===== config.mk =====
export PLATFORM = sky130hd
export DESIGN_NAME = lhal_ram
export DESIGN_NICKNAME = d
export VERILOG_FILES = /design/src/rtl/lhal_ram.sv
export SDC_FILE = /design/constraint.sdc
export NUM_CORES = 2
export LEC_CHECK = 0
export ABC_AREA = 1
export BUFFER_PORTS_ARGS = -buffer_cell sky130_fd_sc_hd__buf_2
export CORE_ASPECT_RATIO = 1.5
export CORE_MARGIN = 4
export CORE_UTILIZATION = 40
export DETAILED_ROUTE_END_ITERATION = 6
export GPL_TIMING_DRIVEN = 0
export PLACE_DENSITY = 0.56
export SKIP_CTS_REPAIR_TIMING = 1
export SLEW_MARGIN = 30
export SYNTH_ARGS = -nofsm -noshare
export SYNTH_HDL_FRONTEND = slang
export SYNTH_SLANG_ARGS = --single-unit

===== constraint.sdc =====
create_clock -name clk_i -period 2.2 [get_ports clk_i]
set_input_delay 0.11 -clock clk_i [delete_from_list [all_inputs] [get_ports clk_i]]
set_output_delay 0.11 -clock clk_i [all_outputs]
set_load 0.05 [all_outputs]

===== src/rtl/lhal_ram.sv =====
`default_nettype none
// ----------------------------------------------------------------------------
// lhal_ram: generic single-clock RAM
// One write port, one read port, read data registered.
// ----------------------------------------------------------------------------
module lhal_ram #(
  parameter int  WIDTH = 8,
  parameter int  DEPTH = 256,
  localparam int AW    = $clog2(DEPTH)
) (
  input  logic             clk_i,
  input  logic             we_i,
  input  logic [AW-1:0]    waddr_i,
  input  logic [WIDTH-1:0] wdata_i,
  input  logic [AW-1:0]    raddr_i,
  output logic [WIDTH-1:0] rdata_o
);

  logic [WIDTH-1:0] mem [DEPTH];
  logic [WIDTH-1:0] rdata_q;

  always_ff @(posedge clk_i) begin
    if (we_i) begin
      mem[waddr_i] <= wdata_i;
    end
    rdata_q <= mem[raddr_i];
  end

  assign rdata_o = rdata_q;

endmodule
`default_nettype wire


* After elaboration in Yosys (flattened, before gate mapping)
Memories as Yosys holds them, arrays and structs flattened. A register that Yosys moved wholly into a read port is not among the register bits.
Index checks and enable logic that the tools add are counted.
** Storage, ports and cells
- Flip-flop bits (word level) :: 0
- RAM bits :: 2048
- Input bits :: 26
- Output and inout port bits :: 8
- Logic and storage cells :: 3
- Memories :: 1
** Operators by class
- Multiplexer cells :: 2
** Memories
- mem :: depth 256, width 8, read ports 1, clocked after memory_dff 1, write ports 1, RTL line 19 : logic [WIDTH-1:0] mem [DEPTH];
** Operators by type and width (count)
- 1-bit 2-to-1 mux :: 2

* Longest topological paths before layout
- Depth after elaboration :: 2
- Mapped depth :: 15

* Worst setup path before layout
No wires, ideal clock.
- Path kind :: input port to flip-flop
- Start point :: in we_i
- End point :: mem mem[162][0] (enable)
- Library setup time :: 0.370 ns
- Arrival :: 1.231 ns
- Data required time :: 1.830 ns
- Setup slack :: 0.599 ns
- Stages on the path :: 4
- Cells stage by stage :: clkbuf_1 nand3_1 clkbuf_1 nor2_1
** On the way
- Longest elaborated chain between the ends :: 2
** Ends and longest elaborated chain
- from (decl) :: RTL line 12 : input logic we_i,
- 1-bit 2-to-1 mux :: RTL line 23 : if (we_i) begin
- 1-bit 2-to-1 mux (not written as such) :: RTL line 24 : mem[waddr_i] <= wdata_i;
- to (decl) :: RTL line 19
No other way between the ends.

* Worst setup path in the final report
- Start point :: in waddr_i[5]
- End point :: mem mem[93][6] (enable)
** RTL lines
- from (decl) :: RTL line 13 : input logic [AW-1:0] waddr_i,
No word-level cell before the write port.

==> summary.txt <==
Route
  – Via density: about 6
  – DR iter-0 viols: between 8000 and 9000
  – Post-DR wirelength/cell: approximately 36 um
  – Via count: 60796
  – DRT Pass-1 Iters: 7
  – DR DRC count: 3
  – Final ANT Viol Nets: 0
  – Routed WL: roughly 370000 um

CTS
  – Clock transition at the registers of the reported paths: 60 ps
  – Clock buffer depth: 4
  – Clock H-tree levels: 4
  – Total CTS buffers: 196
  – Root buf cell: clkbuf_16
  – CTS tree: yes
  – Clock Latency Late Sink: between 800 and 900 ps
  – CTS sink count: between 2000 and 2500

Logic synthesis
  – Xor and xnor area share after synthesis: 0
  – Syn_area_per_cell: around 12 sq um
  – Synth Area in Adders: 0
  – Syn Nets: between 7000 and 8000
  – Post-Synth Simple-Gate Area: 0.2295
  – FF+latch count, synth: 2056
  – Post-Syn Area: 0.08340 sq mm
  – Combinational family with the most area after synthesis: simple AND/OR/NAND/NOR gates
  – Synth Instances: about 7000
  – Sequential area share after synthesis: 0.7394
  – Yosys warning count: 0
  – Post-synth cell types: 14
  – Synth Area in Compound Gates: 0
  – Post-synthesis mux area share: 0

Worst setup path
  – R2R Path Start: mem[254][0]$_DFFE_PP_
  – CP Class: in2reg
  – Cell mode on critical path: nor2_1
  – Critical path startpoint category: input pin
  – Largest stage delay, worst path: a little over 800 ps
  – Crit-path slowest cell: nor2_1
  – Cell Chain, Critical Path: buf_2 -> nor2_1 -> nand2_1 -> clkbuf_1 -> nor2_1
  – FF-to-FF setup slack: -50 ps
  – CP Max Fanout: 10
  – Critical Path End Type: flop
  – FF-to-FF path depth: 10
  – CP arrival: between 2000 and 3000 ps
  – Top delay family on crit path: simple AND/OR/NAND/NOR gates
  – R2R Path End: rdata_o[0]$_DFF_P_
  – Buffers and inverters on the worst path: 2
  – Data required time of the worst path: ~2700 ps

Worst hold path
  – Worst Hold Path EP: mem[189][7]$_DFFE_PP_
  – Hold Path Origin: waddr_i[4]
  – Min-delay worst type: in2reg
  – Hold Path Cell Cnt: 5

Floorplan
  – Initial Utilization: 0.4014
  – Die W: roughly 380 um
  – Die area: around 0.22 sq mm
  – # rows: about 210
  – Core area: between 0.2 and 0.25 sq mm
  – Die height: about 570 um
  – Ports: 34

Power and ir drop
  – Pwr Total: around 83 mW
  – Pwr/cell area: approximately 870 mW/mm^2
  – Static Leak: roughly 33 nW
  – Peak supply drop: roughly 630 uV

STA
  – Setup Skew: between 50 and 60 ps
  – Final setup fails: approximately 180
  – Setup WS post-layout: -230.0 ps
  – Tmin final: ~2400 ps
  – Final period util: 1.105
  – Max Freq: a little over 0.4 GHz
  – RSZ-0062 raised after global routing: yes
  – Max Transition Viols Final: 0
  – Slew @ Worst Pin: 1160 ps
  – Final Hold Slack: 43.18 ps
  – Max-slew headroom: 0.2264
  – Fin. Hold Viols: 0

Job
  – Max Cap Viol: 0

GRT
  – Total gr overflow: 0
  – Largest net degree at the start of global routing: 116
  – Initial antenna violation count: 22
  – Vias in the first global route: approximately 57000
  – First-pass GRT wire length: just under 500000 um
  – GR Util All Layers: 0.3336

Outcome
  – Failing checks: DRC, setup timing
  – Outcome: complete, but fails checks

Place
  – Post-DP HPWL: around 260000 um
  – RD Place Congestion: between 1 and 1.5
  – # port buffers: 26

Final layout
  – Nets: approximately 7300
  – Area Overhead vs Synth: 13.60%
  – Commonest non-fill, non-tap cells in the layout: 2123 x nand2_1, 2048 x edfxtp_1, 2013 x nand3_1
  – Share of cells above drive strength 1: 0.1287
  – Fillers: approximately 19000
  – Commonest non-fill, non-tap cell in the layout: nand2_1
[sequential cells by signal (all words and copies together) (netlist names)]
signal,count
rdata_o,8
mem,2048
[synth_stat cells, drive strengths merged]
| library cell | number | area [sq um] |
|---|---|---|
| nand3 | 2019 | 10100 |
| clkbuf | 112 | 420.4 |
| dfxtp | 8 | 160.2 |
| edfxtp | 2048 | 61500 |
| nor2 | 283 | 1062 |
| nand2 | 2123 | 7969 |
| inv | 39 | 148.9 |
| buf | 371 | 2032 |
[worst reg2reg max path, cell delays in order, from the launching register on]
cell      delay (ps)
edfxtp_1         370
nand2_1           80
nand3_1          210
nand3_1          170
nand3_1          170
nand3_1          150
nand3_1          190
nand3_2          240
nand2_1          250
nand2_1          130
nand2_1          150
[cell families after synthesis]
group,Yosys count
flops,2056
simple gates,4425
buf+inv,522
[where the power goes]
part | switching [mW] | total (mW) | leakage [nW] | internal, mW
logic | 5.44 | 6.84 | 11.6 | 1.40
clock network | 15.1 | 32.5 | 2.89 | 17.5
registers | 0.0251 | 43.2 | 18.5 | 43.1
[stage by stage]
step / utilization / setup slack (ps) / cells / instance area [sq um] / setup TNS (ps)
after floorplan: - / 598.5 / 7003 / 83400 / 0
after global placement: 0.4182 / -2952 / 9720 / 86890 / -6845530
after detailed placement: 0.4260 / -1251 / 9764 / 88510 / -924010
after CTS: 0.4544 / -330.2 / 10110 / 94410 / -2055
after global routing: 0.4559 / -157.1 / 10121 / 94710 / -3091
final: 0.4560 / -230.0 / 10134 / 94740 / -11720
[worst max path at each step]
stage | startpoint | endpoint | slack (ps) | cells past startpoint
after floorplan | we_i | mem[162][0]$_DFFE_PP_ | 600 | 4
final | waddr_i[5] | mem[93][6]$_DFFE_PP_ | -230 | 5
after global placement | wdata_i[3] | mem[230][3]$_DFFE_PP_ | -2950 | 1
after CTS | raddr_i[1] | rdata_o[1]$_DFF_P_ | -330 | 12
after detailed placement | raddr_i[1] | rdata_o[1]$_DFF_P_ | -1250 | 12
after global routing | waddr_i[5] | mem[92][6]$_DFFE_PP_ | -160 | 5
[per-layer routing]
layer  GRT usage  routed length [um]  part of all wire  vias to the layer above
li1            -                   -                 -                    25459
met1      0.3636              119800              0.32                    29829
met2      0.5492              175900              0.48                     4208
met3     0.08190               36210             0.098                     1286
met4      0.2778               37630              0.10                       14
met5    0.002900                 175           0.00047                        -
[cell type report]
type	instances	area [sq um]	area share
timing repair buffer	79	1320	0.01393
multi-input combinational	4425	19670	0.2076
clock inverter	106	734.5	0.007752
clock buffer	240	5162	0.05449
tap	2691	3367	0.03554
inverter	39	148.9	0.001572
sequential	2056	61660	0.6508
antenna	15	37.54	0.0003962
buffer	483	2641	0.02788
Power figures use the tool's default switching activity.
