$ cat config.mk
export PLATFORM = sky130hd
export DESIGN_NAME = lhal_div
export DESIGN_NICKNAME = d
export VERILOG_FILES = /design/src/rtl/lhal_pkg.sv /design/src/rtl/lhal_div.sv
export SDC_FILE = /design/constraint.sdc
export NUM_CORES = 1
export LEC_CHECK = 0
export BUFFER_PORTS_ARGS = -buffer_cell sky130_fd_sc_hd__buf_2
export CAP_MARGIN = 15
export CORE_ASPECT_RATIO = 0.9
export CORE_UTILIZATION = 40
export CTS_CLUSTER_SIZE = 40
export DETAILED_ROUTE_END_ITERATION = 10
export SETUP_SLACK_MARGIN = 0.15
export SYNTH_ARGS = -nofsm -noshare
export SYNTH_HDL_FRONTEND = slang
export SYNTH_SLANG_ARGS = --single-unit
$ cat constraint.sdc
create_clock -name clk_i -period 5.23 [get_ports clk_i]
set_input_delay 0 -clock clk_i [delete_from_list [all_inputs] [get_ports clk_i]]
set_output_delay 0 -clock clk_i [all_outputs]
set_load 0.02 [all_outputs]
$ cat src/rtl/lhal_pkg.sv
`default_nettype none
// ----------------------------------------------------------------------------
// lhal_pkg: shared types and constants of the luma histogram auto-level block
// Sizes, register indexes, mode codes, sequencer states and divider bundles.
// ----------------------------------------------------------------------------
package lhal_pkg;

  localparam int HIST_BINS       = 256;
  localparam int BIN_W           = $clog2(HIST_BINS);
  localparam int COUNT_WIDTH_DEF = 48;
  localparam int SUM_W           = 64;

  localparam int IN_TDATA_W  = 16;
  localparam int IN_TUSER_W  = 2;
  localparam int OUT_TDATA_W = 80;

  localparam int CFG_IDX_W  = 3;
  localparam int CFG_DATA_W = 16;

  localparam logic [CFG_IDX_W-1:0] CFG_CLIP_FRAC = 3'd0;
  localparam logic [CFG_IDX_W-1:0] CFG_MIN_Y     = 3'd1;
  localparam logic [CFG_IDX_W-1:0] CFG_MAX_Y     = 3'd2;
  localparam logic [CFG_IDX_W-1:0] CFG_LEVEL_FIX = 3'd3;
  localparam logic [CFG_IDX_W-1:0] CFG_WIDTH     = 3'd4;
  localparam logic [CFG_IDX_W-1:0] CFG_HEIGHT    = 3'd5;

  // divider: numerator up to 131072*255+255, divisor 2*d up to 510
  localparam int DIV_NUM_W = 25;
  localparam int DIV_DEN_W = 9;

  localparam logic [23:0] QPF_UNITY   = 24'd65536;
  localparam logic [23:0] QPF_MAX     = 24'hFF_FFFF;
  localparam logic [15:0] SCALE_UNITY = 16'd1024;
  localparam logic [15:0] SCALE_MAX   = 16'hFFFF;

  typedef enum logic [1:0] {
    MODE_SAMPLE    = 2'd0,
    MODE_FRAME_END = 2'd1,
    MODE_QP        = 2'd2
  } mode_e;

  typedef enum logic [3:0] {
    S_IDLE,
    S_INC,
    S_SEED,
    S_SUM,
    S_CLIP0,
    S_CLIP1,
    S_BLK,
    S_WHT,
    S_LVL,
    S_DIV_S,
    S_DIV_F,
    S_RES,
    S_QP
  } state_e;

  typedef struct packed {
    logic                 start;
    logic [DIV_NUM_W-1:0] num;
    logic [DIV_DEN_W-1:0] den;
  } div_req_t;

  typedef struct packed {
    logic                 busy;
    logic                 done;
    logic [DIV_NUM_W-1:0] quo;
  } div_rsp_t;

endpackage
`default_nettype wire

$ cat src/rtl/lhal_div.sv
`default_nettype none
// ----------------------------------------------------------------------------
// lhal_div: restoring unsigned divider
// One quotient bit per cycle; done pulses one cycle with the quotient held.
// ----------------------------------------------------------------------------
module lhal_div (
  input  logic                clk_i,
  input  logic                rst_ni,
  input  lhal_pkg::div_req_t  req_i,
  output lhal_pkg::div_rsp_t  rsp_o
);
  import lhal_pkg::*;

  localparam int CNT_W = $clog2(DIV_NUM_W + 1);

  logic [DIV_DEN_W-1:0] rem_q, den_q, rem_nxt;
  logic [DIV_NUM_W-1:0] quo_q;
  logic [CNT_W-1:0]     cnt_q;
  logic                 busy_q, done_q;
  logic [DIV_DEN_W:0]   rem_sh;
  logic [DIV_DEN_W+1:0] diff;
  logic                 fits;

  assign rem_sh  = {rem_q, quo_q[DIV_NUM_W-1]};
  assign diff    = {1'b0, rem_sh} - {2'b00, den_q};
  assign fits    = ~diff[DIV_DEN_W+1];
  assign rem_nxt = fits ? diff[DIV_DEN_W-1:0] : rem_sh[DIV_DEN_W-1:0];

  always_ff @(posedge clk_i or negedge rst_ni) begin
    if (!rst_ni) begin
      busy_q <= 1'b0;
      done_q <= 1'b0;
      cnt_q  <= '0;
    end else begin
      done_q <= 1'b0;
      if (req_i.start) begin
        busy_q <= 1'b1;
        cnt_q  <= CNT_W'(DIV_NUM_W);
      end else if (busy_q) begin
        cnt_q <= cnt_q - CNT_W'(1);
        if (cnt_q == CNT_W'(1)) begin
          busy_q <= 1'b0;
          done_q <= 1'b1;
        end
      end
    end
  end

  always_ff @(posedge clk_i) begin
    if (req_i.start) begin
      quo_q <= req_i.num;
      rem_q <= '0;
      den_q <= req_i.den;
    end else if (busy_q) begin
      quo_q <= {quo_q[DIV_NUM_W-2:0], fits};
      rem_q <= rem_nxt;
    end
  end

  assign rsp_o.busy = busy_q;
  assign rsp_o.done = done_q;
  assign rsp_o.quo  = quo_q;

  a_start_idle: assert property (@(posedge clk_i) disable iff (!rst_ni)
    req_i.start |-> !busy_q)
    else $error("divider started while busy");

  a_den_nonzero: assert property (@(posedge clk_i) disable iff (!rst_ni)
    req_i.start |-> req_i.den != '0)
    else $error("divider started with zero divisor");

  a_done_after_busy: assert property (@(posedge clk_i) disable iff (!rst_ni)
    done_q |-> $past(busy_q) && !busy_q)
    else $error("divider done without a finished run");

endmodule
`default_nettype wire

After elaboration in Yosys (flattened, before gate mapping)
Index checks and enable logic that the tools add are counted.
{"block": "totals", "register_bits": 50, "inputBits": 37, "output_inout_bits": 27, "wordCells": 22}
{"block": "classes", "add_sub_neg": 2, "n_eq_ne": 1, "muxes": 11, "bitwise": 1, "reduce_logical": 1}
{"operator": "$mux W25", "count": 2}
{"operator": "$sub A10 B9 Y11", "count": 1}
{"operator": "$mux W5", "count": 2}
{"operator": "$mux W9", "count": 1}
{"operator": "$mux W1", "count": 6}
{"operator": "$eq A5 B1 Y1 const B", "count": 1}
{"operator": "$sub A5 B1 Y5 const B", "count": 1}
{"operator": "$reduce_bool A2 Y1", "count": 1}
{"operator": "$not A1 Y1", "count": 1}

Longest topological paths before layout
Gate-level depths: netlist of the first run.
{"block": "logic_depth", "depth_word": 4, "ltp_mapped": 10, "depth_no_buf": 9}

Least setup slack after synthesis of the first run
OpenSTA, ideal clock, no wires.
{"block": "synth_timing", "path_type": "reg-to-reg", "from": "reg quo_q[24]", "to": "reg rem_q[8]", "setup_time_ps": 122, "t_arrival_ps": 2240, "required_time_ps": 5108, "setup_slack_ps": 2868, "stages_incl_launch_ff": 10, "path_buffers": 0, "period_less_slack_ps": 2362, "path_cell_list": "edfxtp_1 > inv_1 > ha_1 > inv_1 > fa_1 > a21o_1 > and4_4 > o41ai_2 > xnor2_1 > a221o_1"}
{"block": "synth_between", "elab_chain_len": 2}
{"item": "start: declaration", "line": "lhal_div.sv:17", "rtl": "logic [DIV_NUM_W-1:0] quo_q;"}
{"item": "start signal: assignment", "line": "lhal_div.sv:51", "rtl": "quo_q <= req_i.num;"}
{"item": "start signal: assignment", "line": "lhal_div.sv:55", "rtl": "quo_q <= {quo_q[DIV_NUM_W-2:0], fits};"}
{"item": "$sub A10 B9 Y11", "line": "lhal_div.sv:25", "rtl": "assign diff = {1'b0, rem_sh} - {2'b00, den_q};"}
{"item": "$mux W9", "line": "lhal_div.sv:27", "rtl": "assign rem_nxt = fits ? diff[DIV_DEN_W-1:0] : rem_sh[DIV_DEN_W-1:0];"}
{"item": "end signal: assignment", "line": "lhal_div.sv:56", "rtl": "rem_q <= rem_nxt;"}
{"item": "end: declaration", "line": "lhal_div.sv:16", "rtl": "logic [DIV_DEN_W-1:0] rem_q, den_q, rem_nxt;"}
No other way between the ends.
A chain may end at the register's enable or synchronous reset.

Worst setup path in the final report of the first run
Ends and elaborated chain as after synthesis.

==> results.md, run 1 <==
* Unrepaired setup endpoints after global routing: no
* Fraction of layout cells with a size suffix above 1 at 0.364
* Status: finished, final reports clean
* Top cell type's share of synthesized area at 0.389
* DP Wirelength at 3510 um
* Fin Setup TNS at 0 ns
* Clk pwr share at 0.181
* Synth area leaders: edfxtp_1 (39%), mux2_2 (10%), dfxtp_1 (6.9%)
* Worst slew margin at 0.424
* Yosys top cell by area: edfxtp_1
* Final WL at 5190 um
* Synth unique cells at 51
* Initial Util at 0.423
* Num rows at 27
* Worst Setup End Kind: register
* DRT iter0 DRCs at 116
* Vias in the first global route at 1,796
* Peak VDD IR at 0.181 mV
* Grt ovf at 0
* Hold Path Class: primary input to register
* Reg clk slew, reported paths at 0.10 ns
* # setup viols final at 0
* DR vias at 1,876
* Setup bufs post-CTS at 0
* P_sw at 0.423 mW
* Most frequent cells in the layout: buf_2 (63), edfxtp_1 (34), dlygate4sd3_1 (26)
* Pin count of the biggest net entering global routing at 36
* First-pass GRT wire length at 8490 um
* Fmax at 424 MHz
* Synthesized net count at 261
* Internal at 0.809 mW
* Sw Ratio at 0.343
* Max-cap violations at 0
* Drc violations at 0
* Post-Syn Area per Cell at 12.4 um2
* Clock insertion delay at the later pin of the skew report at 0.30 ns
* Cell Area, Synth at 2630 um2
* Antenna Nets Post-Route at 0
* Pre-Repair DR Iteration Count at 4
* Worst Setup Start Kind: register
* Setup CP Type: register to register
* Antenna violations before repair at 0
* CTS H-tree lvls at 2
* Std-Cell Core Area at 6220 um2
* EDFF count, synth at 34
* Routed vias/inst at 4.89
* Die height at 78.9 um
* Logic pwr share at 0.382
* Leakage at 1.42 nW
* GPL Wtd Cong at 0.779
* CTS sink count at 50
* PD cells at 369 nW/um2
* Total CTS buffers at 5
* DR WL/cell at 13.5 um
* Tcrit/Tclk final at 0.451
* Tmin final at 2.36 ns
* Final core utilization at 0.537
* Critical Path RT at 5.42 ns
* Worst EP arrival at 2.55 ns
* Total GRT Usage at 0.158
* Clock skew at 0.00687 ns
* Worst Tran Pin Value at 0.864 ns
* Fin. max-slew vios at 0
* Final Hold Fails at 0
* IO Pins at 64
* Gate Count Post-Synth at 212
* Port bufs at 63
* Die ar. at 6900 um2
* Crit-path max FO at 3
* Final net count at 345
* Synth Flop Type: edfxtp_1
* CTS root buffer: clkbuf_8
* Die X at 87.4 um
* Synth-to-layout area growth at 27.0%
* Deepest clock path buffer count at 2
* Asr flop ratio synth at 0.140
* Seq pwr share at 0.437
* Sequential share of the synthesized area at 0.524
* Commonest non-fill, non-tap cell in the layout: buf_2
* Inserted Diodes at 0
* CTS tree: yes
* Ys Warns at 0
* Post-synthesis register bit count at 50
[synth_stat cells (2+ instances only)]
master    count
a221o_1       3
nor3b_1       5
dfxtp_1       9
nor2b_1       4
dfrtp_1       7
inv_1        13
a211oi_1      4
a211o_1       3
buf_1         2
buf_4         3
nand3_1       6
clkbuf_1      7
a311oi_1      2
o21a_1        3
ha_1         11
a311oi_2      3
nand2b_1      5
edfxtp_1     34
xor2_1        2
mux2_2       24
nor3_1        2
nor2_1       15
or2_2         2
xnor2_1       6
a21oi_1       2
nand2_1       6
a21o_1        5
[power groups by stage]
stage | clock [mW] | combinational [mW] | sequential (mW)
6_report | 0.223 | 0.470 | 0.539
3_3_place_gp | 0 | 0.450 | 0.547
5_1_grt | 0.243 | 0.516 | 0.549
4_1_cts | 0.228 | 0.467 | 0.539
2_1_floorplan | 0 | 0.325 | 0.571
3_5_place_dp | 0 | 0.452 | 0.546
[repair_timing]
action,in CTS,in global routing
hold endpoints to repair,29,3
hold buffers,23,3
gates resized for setup,0,0
[metal layers]
| layer | vias up | wire, um | track usage |
|---|---|---|---|
| li1 | 958 | - | - |
| met2 | 39 | 2360 | 0.241 |
| met5 | - | 0 | 0 |
| met3 | 4 | 168 | 0.0353 |
| met4 | 0 | 38 | 0.0393 |
| met1 | 875 | 2620 | 0.226 |
[registers in the layout, summed over array words and instances (netlist names)]
name    count
rem_q       9
busy_q      1
den_q       9
cnt_q       5
done_q      1
quo_q      25
[per-stage QoR]
stage	std cells	total power [mW]	setup WS [ns]	hold WS [ns]	instance area, um2
floorplan	212	0.896	2.87	-0.296	2630
global placement	350	0.998	2.92	-0.158	2990
detailed placement	350	0.998	2.87	-0.161	2990
CTS	381	1.23	2.85	0.000710	3310
global route	384	1.31	2.69	0.00383	3340
finish	384	1.23	2.87	0.00734	3340
[critical path, cell delays in order, from the launching register on]
cell and delay (ns):
edfxtp_1 0.41, inv_1 0.07, ha_1 0.16, inv_1 0.06, fa_1 0.40, a21o_1 0.21
and4_4 0.20, o41ai_2 0.30, xnor2_1 0.10, a221o_1 0.34
[worst paths after layout]
path                                       start               endpoint  slack (ns)  cells past startpoint
min                                    req_i[28]    quo_q[19]$_DFFE_PP_       0.007                      2
max in group asynchronous                 rst_ni       done_q$_DFF_PN0_        5.03                      2
min in group asynchronous                 rst_ni   cnt_q[4]$_DFFE_PN0P_        0.05                      2
max                          quo_q[24]$_DFFE_PP_  rem_q[8]$_SDFFE_PP0P_        2.87                      9
max reg2reg                  quo_q[24]$_DFFE_PP_  rem_q[8]$_SDFFE_PP0P_        2.87                      9
min reg2reg                rem_q[3]$_SDFFE_PP0P_  rem_q[3]$_SDFFE_PP0P_        0.52                      2
[layout make-up]
| cell class | count | area [um2] |
|---|---|---|
| Tap cell | 87 | 109 |
| Clock inverter | 3 | 16.3 |
| Multi-Input combinational cell | 136 | 1130 |
| Clock buffer | 5 | 68.8 |
| Inverter | 13 | 48.8 |
| Timing Repair Buffer | 90 | 583 |
| Fill cell | 557 | 2880 |
| Sequential cell | 50 | 1380 |
[kinds of logic after synthesis]
logic type	synth area share
compound gates	0.130
xor+xnor	0.0267
fa+ha+maj	0.0600
buf+inv	0.0443
flops	0.524
mux	0.107
simple gates	0.109
Power figures use the tool's default switching activity.
==> run 2: changes to the inputs <==
- PLACE_DENSITY: not set -> 0.65
- clock period: 5.23 -> 2.1 ns (I/O delays scaled with it)
==> run 2 against run 1 <==
Effect of this change:
- the run now ends with negative setup slack left
- largest cell class unchanged
- setup slack lost 3.0 ns
- global-route usage increased by 1.4 points
- via count rose by 6.2%
- critical path type unchanged
- wire length grew 12%
- combinational power rose to 3.2 times the previous value
- final cell count up 4.9%
- highest routed layer unchanged
- first-iteration DRC count shrank 9.5%
- sequential power rose by 150%
- die area unchanged
- clock skew is essentially flat
- sequential share of layout area is 3.1 points lower
==> results.md, run 2 (same netlist as run 1, synthesis figures left out) <==
* Deepest clock path buffer count at 2 (unchanged)
* Antenna violations before repair at 0 (unchanged)
* Hold path start: req_i[11]
* Worst EP arrival at 2.41 ns (-0.14 ns)
* Vias in the first global route at 1,934 (+7.7%)
* Max reg flops at 25 (unchanged)
* Setup CP Type: register to register
* Die height at 78.9 um (unchanged)
* Tcrit/Tclk final at 1.04 (+0.593)
* Fill count at 542 (-2.7%)
* Worst Tran Pin Value at 0.611 ns (-0.253 ns)
* Unrepaired setup endpoints after global routing: yes
* PD cells at 977 nW/um2 (+160%)
* Final Hold Fails at 0 (unchanged)
* FF-to-FF path depth at 9 (unchanged)
* Critical Path RT at 2.31 ns (-3.11 ns)
* Total GRT Usage at 0.171 (+0.0139)
* Fraction of layout cells with a size suffix above 1 at 0.430 (+0.0667)
* Status: finished, violations left
* Clock skew at 0.00682 ns (-0.0000530 ns)
* Register area at 1380 um2 (unchanged)
* Routed vias/inst at 4.94 (+1.2%)
* Pre-Repair DR Iteration Count at 4 (unchanged)
* Fin. max-slew vios at 0 (unchanged)
* Worst slew margin at 0.592 (+0.168)
* WHS Path Cells at 2 (unchanged)
* Largest registers: quo_q x25, den_q x9, rem_q x9
* Initial Util at 0.423 (unchanged)
* Die ar. at 6900 um2 (unchanged)
* Inserted Diodes at 0 (unchanged)
* Clock insertion delay at the later pin of the skew report at 0.30 ns (about the same)
* CTS tree: yes
* Num rows at 27 (unchanged)
* Crit path from: quo_q[24]$_DFFE_PP_
* Area occupied by multi-input gates at 1210 um2 (+7.1%)
* Final net count at 364 (+5.5%)
* Std-Cell Core Area at 6220 um2 (unchanged)
* Synth-to-layout area growth at 37.5%
* Final WL at 5830 um (+12%)
* Worst Setup Start Kind: register
* CTS H-tree lvls at 2 (unchanged)
* Most flops, register: quo_q
* Pin count of the biggest net entering global routing at 43 (+19%)
* IO Pins at 64 (unchanged)
* Crit-path max FO at 4 (+1)
* DP Wirelength at 3790 um (+8.0%)
* Hold WS at 0.00819 ns (+0.000848 ns)
* Leakage at 1.55 nW (+9.1%)
* Fmax at 456 MHz (+7.6%)
* Drc violations at 0 (unchanged)
* Post-Layout Cell Count at 403 (+4.9%)
* Port bufs at 63 (unchanged)
* Placed insts at 361 (+3.1%)
* Hold Path Class: primary input to register
* Peak VDD IR at 0.590 mV (+230%)
* Most frequent cells in the layout: buf_2 (63), edfxtp_1 (34), dlygate4sd3_1 (27)
* Reg clk slew, reported paths at 0.09 ns (about the same)
* Total power at 3.53 mW (+190%)
* Max-cap violations at 0 (unchanged)
* # setup viols final at 7 (+7)
* RR Startpoint: quo_q[24]$_DFFE_PP_
* Worst Setup End Kind: register
* Die X at 87.4 um (unchanged)
* First-pass GRT wire length at 9000 um (+6.0%)
* Total CTS buffers at 5 (unchanged)
* Failing checks: negative setup slack
* PnR worst setup slack at -0.0932 ns (-2.96 ns)
* DRT iter0 DRCs at 105 (-9.5%)
* Commonest non-fill, non-tap cell in the layout: buf_2
* GPL Wtd Cong at 0.780 (+0.14%)
* DR vias at 1,992 (+6.2%)
* Tmin final at 2.19 ns (-0.166 ns)
* Antenna Nets Post-Route at 0 (unchanged)
* Grt ovf at 0 (unchanged)
* CTS root buffer: clkbuf_8
* DR WL/cell at 14.5 um (+7.0%)
* CTS sink count at 50 (unchanged)
==> run 2: cell count changes in the layout (fill, tap and decap cells not counted), moves of 2 or more <==
cell / previous run / this run
a211oi_1: 4 / 2
buf_12: 0 / 2
buf_4: 1 / 14
buf_6: 0 / 2
==> run 2: area by class of cell <==
| type | instances | area share |
|---|---|---|
| clock inverters | 2 | 0.0104 |
| flip-flops and latches | 50 | 0.381 |
| clock buffers | 6 | 0.0201 |
| well taps | 87 | 0.0301 |
| repair buffers | 108 | 0.209 |
| multi-input cells | 137 | 0.336 |
| inverters | 13 | 0.0135 |
==> run 2: through the flow <==
step | worst slack [ns] | instance area [um2] | utilization | setup TNS (ns)
global placement | -0.163 | 3090 | 0.497 | -0.257
detailed placement | -0.196 | 3090 | 0.497 | -0.510
CTS | -0.135 | 3530 | 0.568 | -0.819
global route | -0.210 | 3610 | 0.581 | -1.16
floorplan | -0.244 | 2630 | - | -0.542
finish | -0.0932 | 3610 | 0.581 | -0.351
==> run 2: path summary, 6_finish.rpt <==
check                                         to  slack [ns]
max                        rem_q[6]$_SDFFE_PP0P_       -0.09
min                           quo_q[2]$_DFFE_PP_       0.008
max reg2reg                rem_q[6]$_SDFFE_PP0P_       -0.09
min reg2reg                rem_q[3]$_SDFFE_PP0P_        0.53
max in group asynchronous       busy_q$_DFF_PN0_        1.89
min in group asynchronous   cnt_q[4]$_DFFE_PN0P_        0.05
==> run 2: layer usage <==
metal	vias up	GRT usage	share of wire	wire [um]
li1	995	-	-	-
met5	-	0	0	0
met3	5	0.0312	0.033	192
met1	955	0.232	0.47	2720
met2	37	0.279	0.49	2860
met4	0	0.0541	0.0098	57
==> run 2: worst max-delay path, stage by stage (launching register included) <==
cell and delay (ns):
edfxtp_1 0.40, inv_1 0.07, ha_2 0.18, inv_2 0.04, fa_2 0.33, a21o_1 0.20, a21oi_4 0.18, o22ai_1 0.10
or3_1 0.37, a311oi_2 0.24
==> run 2: where the power goes <==
part,internal (mW),switching (mW),total (mW)
sequential,1.23,0.108,1.34
combinational,0.770,0.739,1.51
clock,0.356,0.325,0.681
==> run 2: repair_timing <==
action | 4_1_cts | 5_1_grt
hold endpoints to repair | 33 | 0
pin swaps | 11 | 11
setup endpoints to repair | 10 | 10
gates resized for setup | 6 | 10
cloned | 0 | 1
buffers inserted | 3 | 3
hold buffers | 27 | 0
==> run 3: changes to the inputs <==
- CELL_PAD_IN_SITES_DETAIL_PLACEMENT: not set -> 0
- CELL_PAD_IN_SITES_GLOBAL_PLACEMENT: not set -> 2
- CORE_UTILIZATION: 40 -> 31
- PLACE_DENSITY: 0.65 -> not set
- PLACE_DENSITY_LB_ADDON: not set -> 0.1
==> run 3 against run 2 <==
Effect of this change:
- the flow still finishes with violations (negative setup slack)
- clock skew down 0.0012 ns
- count of clock-buffer cells in the layout down 1
- critical path depth unchanged
- utilization down 14 points
- total power down 6.9%
- register-to-register slack worse by 0.08 ns
- via count down 2.6%
- wire length up 0.81%
- clock power down 18%
- sequential share of layout area up 0.60 points
- combinational power down 9%
==> results.md, run 3 (same netlist as run 1, synthesis figures left out) <==
* Status: finished, violations left
* Failing checks: negative setup slack
* Hold path start: req_i[21]
* Clock skew at 0.00558 ns (-0.00124 ns)
* Worst Setup Start Kind: register
* Final core utilization at 0.437 (-0.145)
* Finished Cell Area at 3560 um2 (-1.6%)
* Largest registers: quo_q x25, den_q x9, rem_q x9
* CTS tree: yes
* Peak VDD IR at 0.405 mV (-31%)
* DRT iter0 DRCs at 49 (-53%)
* Final net count at 364 (unchanged)
* Worst EP arrival at 2.47 ns (+0.06 ns)
* Slowest-stage cell, CP: edfxtp_1
* Internal at 2.15 mW (-8.7%)
* Grt ovf at 0 (unchanged)
* Logic pwr share at 0.421 (-0.007)
* FF-to-FF path depth at 9 (unchanged)
* Pre-Repair DR Iteration Count at 4 (unchanged)
* Total CTS buffers at 5 (unchanged)
* Critical Path, Cell by Cell: inv_1 -> ha_2 -> inv_2 -> fa_2 -> a21o_1 -> and4_4 -> o41ai_4 -> xnor2_1 -> a221o_1
* FF-to-FF End: rem_q[8]$_SDFFE_PP0P_
* Pin count of the biggest net entering global routing at 26 (-40%)
* P_sw at 1.14 mW (-3.1%)
* R2R Setup Slk at -0.17 ns (-0.08 ns)
* Max reg flops at 25 (unchanged)
* Most frequent cells in the layout: buf_2 (63), edfxtp_1 (34), dlygate4sd3_1 (31)
* Crit-path max FO at 2 (-2)
* Top Usage Layer GRT: met2
* CTS H-tree lvls at 2 (unchanged)
* First-pass GRT wire length at 9450 um (+5.0%)
* IO Pins at 64 (unchanged)
* Die ar. at 8850 um2 (+28%)
* Worst Setup End Kind: register
* Clock insertion delay at the later pin of the skew report at 0.30 ns (about the same)
* Clk pwr share at 0.170 (-0.023)
* GPL Wtd Cong at 0.709 (-9.0%)
* Antenna Nets Post-Route at 0 (unchanged)
* Hold Path Class: primary input to register
* Tmin final at 2.27 ns (+0.0781 ns)
* CTS sink count at 50 (unchanged)
* Fin. max-slew vios at 0 (unchanged)
* RR Startpoint: quo_q[24]$_DFFE_PP_
* Unrepaired setup endpoints after global routing: yes
* Fraction of layout cells with a size suffix above 1 at 0.408 (-0.0222)
* Deepest clock path buffer count at 2 (unchanged)
* DP Wirelength at 4130 um (+9.0%)
* DR vias at 1,940 (-2.6%)
* Die height at 89.3 um (+13%)
* Hold Path End: quo_q[12]$_DFFE_PP_
* Vias in the first global route at 1,901 (-1.7%)
* WHS Path Cells at 2 (unchanged)
* Setup CP Type: register to register
* Crit path from: quo_q[24]$_DFFE_PP_
* Area of placed instances at 3110 um2 (+0.57%)
* Final WL at 5870 um (+0.81%)
* Biggest cell delay along the critical path at 0.39 ns (about the same)
* Port bufs at 63 (unchanged)
* Initial Util at 0.323 (-0.100)
* Synth-to-layout area growth at 35.3%
* Final Hold Fails at 0 (unchanged)
* Most flops, register: quo_q
* Worst slew margin at 0.601 (+0.00825)
* DR WL/cell at 14.2 um (-2.1%)
* Std-Cell Core Area at 8150 um2 (+31%)
* Reg clk slew, reported paths at 0.10 ns (about the same)
* Leakage at 1.52 nW (-2.2%)
* Routed vias/inst at 4.67 (-5.4%)
* GR Util met1 at 0.193 (-0.0385)
* PD cells at 924 nW/um2 (-5.4%)
* PnR worst setup slack at -0.171 ns (-0.0781 ns)
* Max-cap violations at 0 (unchanged)
* Commonest non-fill, non-tap cell in the layout: buf_2
* Worst Tran Pin Value at 0.599 ns (-0.0124 ns)
* Critical Path RT at 2.30 ns (about the same)
* Tcrit/Tclk final at 1.08 (+0.0372)
* Seq pwr share at 0.409 (+0.030)
* Die X at 99.0 um (+13%)
* # setup viols final at 4 (-3)
* Antenna violations before repair at 0 (unchanged)
* GR met3 Demand/Resource at 0.0305 (-0.000692)
* Routing usage on met2 at 0.219 (-0.0596)
* CTS root buffer: clkbuf_8
* Sw Ratio at 0.346 (+0.0133)
* Total GRT Usage at 0.139 (-0.0328)
* Num rows at 31 (+15%)
* Drc violations at 0 (unchanged)
* Fmax at 440 MHz (-3.4%)
* Inserted Diodes at 0 (unchanged)
==> run 3: cell count changes in the layout (fill, tap and decap cells not counted) <==
cell           delta
buf_6             -2
bufinv_16         -1
clkinv_2          +1
a21boi_0          +1
clkbuf_1          -1
o41ai_1           +1
buf_12            -2
a21boi_2          -1
o41ai_2           -1
dlygate4sd3_1     +4
a211oi_4          -1
clkinv_1          +1
a211oi_1          +1
==> run 3: critical path: cells and delay by family, from the launching register on <==
family | cells | cell delay [ns]
compound gates | 3 | 0.82
fa+ha+maj | 2 | 0.53
flops | 1 | 0.39
simple gates | 1 | 0.22
buf+inv | 2 | 0.11
xor+xnor | 1 | 0.10
==> run 3: timing repair <==
item | CTS | global route
endpoints found under the hold margin | 37 | 0
hold buffers | 31 | 0
setup endpoints to repair | 10 | 10
resized for setup | 5 | 4
pin swaps | 10 | 4
setup buffers | 0 | 0
cloned | 1 | 0
==> run 3: power groups by stage <==
stage | clock network, mW | logic [mW] | registers (mW)
2_1_floorplan | 0 | 0.821 | 1.42
3_3_place_gp | 0 | 1.29 | 1.37
3_5_place_dp | 0 | 1.27 | 1.36
4_1_cts | 0.581 | 1.36 | 1.34
5_1_grt | 0.611 | 1.53 | 1.37
6_report | 0.558 | 1.38 | 1.35
==> run 3: metrics by stage <==
stage / setup TNS (ns) / setup WS [ns] / hold slack (ns) / total power, mW / std cells
after floorplan: -0.542 / -0.244 / -0.296 / 2.24 / 212
final: -0.320 / -0.171 / 0.00522 / 3.29 / 415
after global routing: -1.24 / -0.281 / 0.00656 / 3.51 / 415
after CTS: -0.769 / -0.198 / 0.00161 / 3.28 / 415
after detailed placement: -0.425 / -0.208 / -0.155 / 2.64 / 375
after global placement: -0.364 / -0.200 / -0.154 / 2.65 / 375
==> run 3: layer usage <==
layer,up-vias,wire (um),part of all wire
met3,3,207,0.035
met2,40,2640,0.45
met5,-,0,0
met1,898,3000,0.51
li1,999,-,-
met4,0,20,0.0034
==> run 3: worst max-delay path by stage <==
stage / endpoint / slack (ns) / cells past startpoint
after global placement: rem_q[8]$_SDFFE_PP0P_ / -0.20 / 9
after CTS: rem_q[8]$_SDFFE_PP0P_ / -0.20 / 9
after floorplan: rem_q[8]$_SDFFE_PP0P_ / -0.24 / 9
after detailed placement: rem_q[8]$_SDFFE_PP0P_ / -0.21 / 9
final: rem_q[8]$_SDFFE_PP0P_ / -0.17 / 9
after global routing: rem_q[8]$_SDFFE_PP0P_ / -0.28 / 9
==> run 3: cell type report <==
class | count | area [um2]
clock inverter | 3 | 16.3
sequential | 50 | 1380
clock buffer | 5 | 68.8
inverter | 13 | 48.8
multi-input combinational | 137 | 1190
timing repair buffer | 108 | 731
fill | 786 | 4590
tap | 99 | 124
